===== src/rtl/tild_pkg.sv =====
`default_nettype none
package tild_pkg;

  localparam int DEPTH_DEFAULT = 1024;

  localparam logic [7:0] CH_CR    = 8'd13;
  localparam logic [7:0] CH_NL    = 8'd10;
  localparam logic [7:0] CH_DEL   = 8'd127;
  localparam logic [7:0] CH_CTL   = 8'd32;
  localparam logic [7:0] CH_OFS   = 8'd64;
  localparam logic [7:0] CH_CARET = 8'd94;

  // config register indexes
  localparam logic [7:0] REG_MODE  = 8'd0;
  localparam logic [7:0] REG_ERASE = 8'd1;
  localparam logic [7:0] REG_KILL  = 8'd2;
  localparam logic [7:0] REG_EOF   = 8'd3;
  localparam logic [7:0] REG_INTR  = 8'd4;
  localparam logic [7:0] REG_QUIT  = 8'd5;
  localparam logic [7:0] REG_START = 8'd6;
  localparam logic [7:0] REG_STOP  = 8'd7;

  // classes of a mapped received byte
  localparam logic [2:0] CLS_IGNORE = 3'd0;
  localparam logic [2:0] CLS_KILL   = 3'd1;
  localparam logic [2:0] CLS_ERASE  = 3'd2;
  localparam logic [2:0] CLS_STOP   = 3'd3;
  localparam logic [2:0] CLS_START  = 3'd4;
  localparam logic [2:0] CLS_INTR   = 3'd5;
  localparam logic [2:0] CLS_QUIT   = 3'd6;
  localparam logic [2:0] CLS_STORE  = 3'd7;

  // memory read address select
  localparam logic [1:0] RD_TAKE  = 2'd0;
  localparam logic [1:0] RD_LAST  = 2'd1;
  localparam logic [1:0] RD_LAST2 = 2'd2;

  typedef struct packed {
    logic       latch;
    logic       rd_en;
    logic [1:0] rd_sel;
    logic       reject;
    logic       set_stop;
    logic       clr_stop;
    logic       sig_intr;
    logic       sig_quit;
    logic       store;
    logic       pop;
    logic       erase_pop;
  } cmd_t;

  typedef struct packed {
    logic       is_take;
    logic       empty;
    logic       full;
    logic [2:0] cls;
    logic       rd_delim;
    logic       more;
  } stat_t;

endpackage
`default_nettype wire


===== src/rtl/tild_ctrl.sv =====
`default_nettype none
module tild_ctrl (
  input  wire logic           clk,
  input  wire logic           rst_n,
  input  wire logic           start,
  output logic                busy,
  output logic                out_valid,
  input  wire tild_pkg::stat_t st,
  output tild_pkg::cmd_t      cmd
);
  import tild_pkg::*;

  localparam logic [2:0] S_IDLE   = 3'd0;
  localparam logic [2:0] S_DECODE = 3'd1;
  localparam logic [2:0] S_TAKE   = 3'd2;
  localparam logic [2:0] S_ERASE  = 3'd3;
  localparam logic [2:0] S_OUT    = 3'd4;

  logic [2:0] state_r, state_nxt;

  always_ff @(posedge clk) begin
    if (!rst_n) state_r <= S_IDLE;
    else        state_r <= state_nxt;
  end

  assign busy      = (state_r != S_IDLE);
  assign out_valid = (state_r == S_OUT);

  always_comb begin
    cmd       = '0;
    state_nxt = state_r;
    case (state_r)
      S_IDLE: begin
        if (start) begin
          cmd.latch = 1'b1;
          state_nxt = S_DECODE;
        end
      end
      S_DECODE: begin
        state_nxt = S_OUT;
        if (st.is_take) begin
          if (!st.empty) begin
            cmd.rd_en  = 1'b1;
            cmd.rd_sel = RD_TAKE;
            state_nxt  = S_TAKE;
          end
        end else if (st.full) begin
          cmd.reject = 1'b1;
        end else begin
          case (st.cls)
            CLS_KILL, CLS_ERASE: begin
              if (!st.empty) begin
                cmd.rd_en  = 1'b1;
                cmd.rd_sel = RD_LAST;
                state_nxt  = S_ERASE;
              end
            end
            CLS_STOP:  cmd.set_stop = 1'b1;
            CLS_START: cmd.clr_stop = 1'b1;
            CLS_INTR:  cmd.sig_intr = 1'b1;
            CLS_QUIT:  cmd.sig_quit = 1'b1;
            CLS_STORE: cmd.store    = 1'b1;
            default: ;
          endcase
        end
      end
      S_TAKE: begin
        cmd.pop   = 1'b1;
        state_nxt = S_OUT;
      end
      S_ERASE: begin
        state_nxt = S_OUT;
        if (!st.rd_delim) begin
          cmd.erase_pop = 1'b1;
          // kill walks back one entry per cycle
          if (st.cls == CLS_KILL && st.more) begin
            cmd.rd_en  = 1'b1;
            cmd.rd_sel = RD_LAST2;
            state_nxt  = S_ERASE;
          end
        end
      end
      S_OUT:   state_nxt = S_IDLE;
      default: state_nxt = S_IDLE;
    endcase
  end

endmodule
`default_nettype wire


===== config.mk =====
export PLATFORM = sky130hd
export DESIGN_NAME = tild_ctrl
export DESIGN_NICKNAME = d
export VERILOG_FILES = /design/src/rtl/tild_pkg.sv /design/src/rtl/tild_ctrl.sv
export SDC_FILE = /design/constraint.sdc
export NUM_CORES = 1
export LEC_CHECK = 0
export BUFFER_PORTS_ARGS = -buffer_cell sky130_fd_sc_hd__buf_2
export CAP_MARGIN = 20
export CORE_AREA = 2 2 39 41
export CTS_BUF_LIST = sky130_fd_sc_hd__clkbuf_4 sky130_fd_sc_hd__clkbuf_8 sky130_fd_sc_hd__clkbuf_16
export CTS_CLUSTER_SIZE = 20
export DETAILED_ROUTE_END_ITERATION = 10
export DIE_AREA = 0 0 41 43
export PLACE_DENSITY_LB_ADDON = 0.3
export SLEW_MARGIN = 25
export SYNTH_ARGS = -nofsm -noshare
export SYNTH_HDL_FRONTEND = slang
export SYNTH_SLANG_ARGS = --single-unit

===== constraint.sdc =====
create_clock -name clk -period 1.6 [get_ports clk]
set_input_delay 0.08 -clock clk [delete_from_list [all_inputs] [get_ports clk]]
set_output_delay 0.08 -clock clk [all_outputs]
set_load 0.03 [all_outputs]

==> results.yml <==
sta:
  rsz_0062_raised_after_global_routing: "yes"
  finalCriticalPeriod_ns: 1.762
  fin_worst_skew_ns: 0.0001407
  timing.fmax_mhz: 567.4
  period_share_pct: 110.1
  setup-tns-final_ns: -0.2340
  worst_slew_margin_rel_pct: 74.42
  final_critical_path_setup_slack_ns: -0.1624
  tightestPinTransition_ns: 0.3820
  setup_viol_count_final: 2
  final_max_slew_viol_count: 0
  hold_viol: 0
clock_network:
  clock_sinks: 3
  hold_buffers_post_cts: 0
  cts_max_path_buffers: 2
  htree_num_levels: 1
  cts.reportedPaths.clkPinSlew_ns: 0.04
  tritoncts.num_buffers: 3
  ctsRootBufferMaster: "clkbuf_4"
  clock_tree_from_tritoncts: "built"
  worstSkewPairLatency_ns: 0.23
logic_synthesis:
  synth_sequential_area_ratio_pct: 19.28
  synth_seq_cells: 3
  synth_fp_nets: 54
  synth_top_flop_cell: "dfxtp_1"
  postSynthAreaPerCell_sq_um: 7.245
  post_synth_inst_count: 43
  post_synthesis_cell_type_with_the_largest_combined_area: "dfxtp_1"
  ys_async_sr_fraction_pct: 0
  synth_edf_count: 0
  yosysTopAreaCellShare_pct: 19.28
  synth_cell_types: 26
  synth.top_cells.by_area: "dfxtp_1 19%, nor4bb_1 6.4%, or3_1 6.0%, a21oi_1 4.8%, nor3_1 4.8%"
  yosysWarnings: 0
  netlist_area_sq_um: 311.5
floorplan:
  floorplan.die.width_um: 41
  start_util_pct: 22.51
  floorplan.die.height_um: 43
  number_of_rows_in_the_core_area: 14
  floorplan.io_pins: 25
  core_area_sq_um: 1384
  dieArea_sq_um: 1763
cells_and_area:
  layout_top_registers: "state_r x3"
  post_route_cells_drive_above_1_share_pct: 57.89
  largest_reg_flops: 3
  layout.cells.most_common: "buf_2"
  area_growth_syn_to_layout_pct: 87.95
  antennaDiodeCount: 0
  stdcell_count: 92
  final_nets: 88
  largest-register: "state_r"
  final_cell_mix: "18 x buf_2, 10 x buf_4, 5 x clkbuf_4, 4 x nor2_1"
routing:
  ant_nets: 0
  route.vias.total: 453
  post_drt_wl_per_cell_um: 10.99
  drt_first_pass_iters: 4
  drt-initial-drc-count: 9
  detail_route.wirelength_um: 1011
  routed_via_count_divided_by_cell_count: 4.924
  number_of_drc_violations_after_detailed_routing: 0
pwr:
  power_uw: 358.6
  leakagePower_uw: 0.0002662
  ir_worst_vdd_v: 0.0001922
  pwr_density_cell_nw_per_um2: 612.5
global_route:
  antenna_found_initial: 0
  total_grt_overflow: 0
  first_global_vias: 375
  grt_first_pass_wirelength_um: 1449
  pin_count_of_the_biggest_net_entering_global_routing: 9
  grt.total_usage_pct: 11.82
min_path:
  holdCritPathClass: "primary input to flip-flop"
critical_path:
  worstPathArrival_ns: 1.68
  worst_ep_required_time_ns: 1.52
  flop_to_flop_setup_slack_ns: 0.20
  critPathMaxFanout: 5
  cp_cell_sequence: "or3b_1 > or4_4 > a21oi_4 > buf_6"
  timing.rr.end: "state_r[1]$_SDFFE_PN0P_"
  crit_start_category: "flip-flop"
  reg2regPathDepth: 3
  crit_path_max_incr_delay_ns: 0.45
  rr_startpoint: "state_r[1]$_SDFFE_PN0P_"
  timing.critical_path.from: "state_r[1]$_SDFFE_PN0P_"
  crit_path_end_kind: "primary output"
  critical_path_sink: "cmd[10]"
  timing.critical_path.slowest_stage_cell: "or4_4"
  worstSetupPathType: "flip-flop to primary output"
job:
  drv_cap: 0
status:
  result_of_the_run: "finished, violations left"
  violated_checks: "setup timing"
place:
  place_hpwl_um: 769.4
  port-buffer-count: 24
  place_ws_ns: 0.02568
  global_placer_s_final_weighted_congestion: 0.7054
  post-place-cells: 86
kinds of logic (layout without fill, tap and decap cells):
| family | after synthesis | in the layout | synth area share [%] |
|---|---|---|---|
| compound gates | 8 | 8 | 18.07 |
| xor+xnor | 1 | 1 | 2.812 |
| buf+inv | 3 | 36 | 3.614 |
| flops | 3 | 3 | 19.28 |
| simple gates | 28 | 28 | 56.23 |
worst min-delay path by stage:
| stage | start | to | cells after the start |
|---|---|---|---|
| after CTS | st[7] | state_r[0]$_SDFFE_PN0P_ | 3 |
| after global routing | st[7] | state_r[0]$_SDFFE_PN0P_ | 3 |
| after floorplan | st[5] | cmd[6] | 1 |
| after detailed placement | st[7] | state_r[0]$_SDFFE_PN0P_ | 3 |
| final | st[7] | state_r[0]$_SDFFE_PN0P_ | 3 |
| after global placement | st[7] | state_r[0]$_SDFFE_PN0P_ | 3 |
metal layers:
| layer | vias up | global-route usage [%] | part of all wire, % | wire [um] |
|---|---|---|---|---|
| met3 | 0 | 4.712 | 8.1 | 82 |
| met2 | 25 | 17.81 | 47 | 474 |
| met5 | - | 0 | 0 | 0 |
| li1 | 229 | - | - | - |
| met1 | 199 | 14.70 | 45 | 455 |
| met4 | 0 | 4.000 | 0 | 0 |
metrics by stage:
| stage | hold WS, ns | area (sq um) | util, % |
|---|---|---|---|
| after floorplan | 0.2303 | 326.6 | - |
| after global placement | 0.4382 | 493.0 | 35.62 |
| after detailed placement | 0.4326 | 493.0 | 35.62 |
| after CTS | 0.1802 | 545.5 | 39.42 |
| after global routing | 0.2073 | 585.6 | 42.31 |
| final | 0.1885 | 585.6 | 42.31 |
layout make-up:
class                      instances  area, sq um
fill                             148        798.3
multi-input combinational         37        277.8
timing repair buffer              30        183.9
sequential                         3        66.31
clock buffer                       4        30.03
tap                               16        20.02
inverter                           2        7.507
critical path, delay by kind of cell, from the launching register on:
family          cells  cell delay (ns)
flops               1             0.33
compound gates      1             0.15
simple gates        2             0.82
buf+inv             1             0.14
cells in the mapped netlist (all sizes together), types with 2 or more instances:
master / count
dfxtp: 3
nor2: 4
nor4bb: 2
nor2b: 2
nand2: 3
inv: 2
nor3b: 2
or3: 3
nor3: 3
a21oi: 3
power breakdown:
group	internal, uW	total [uW]	switching, uW
logic	52.1	120	67.8
registers	80.7	87.0	6.33
clock network	110	152	41.3
what timing repair did:
action,in CTS,in global routing
gates resized for setup,6,9
gates cloned,0,0
buffers inserted,1,1
setup endpoints to repair,6,7
pin swaps,1,3
Power figures use the tool's default switching activity.
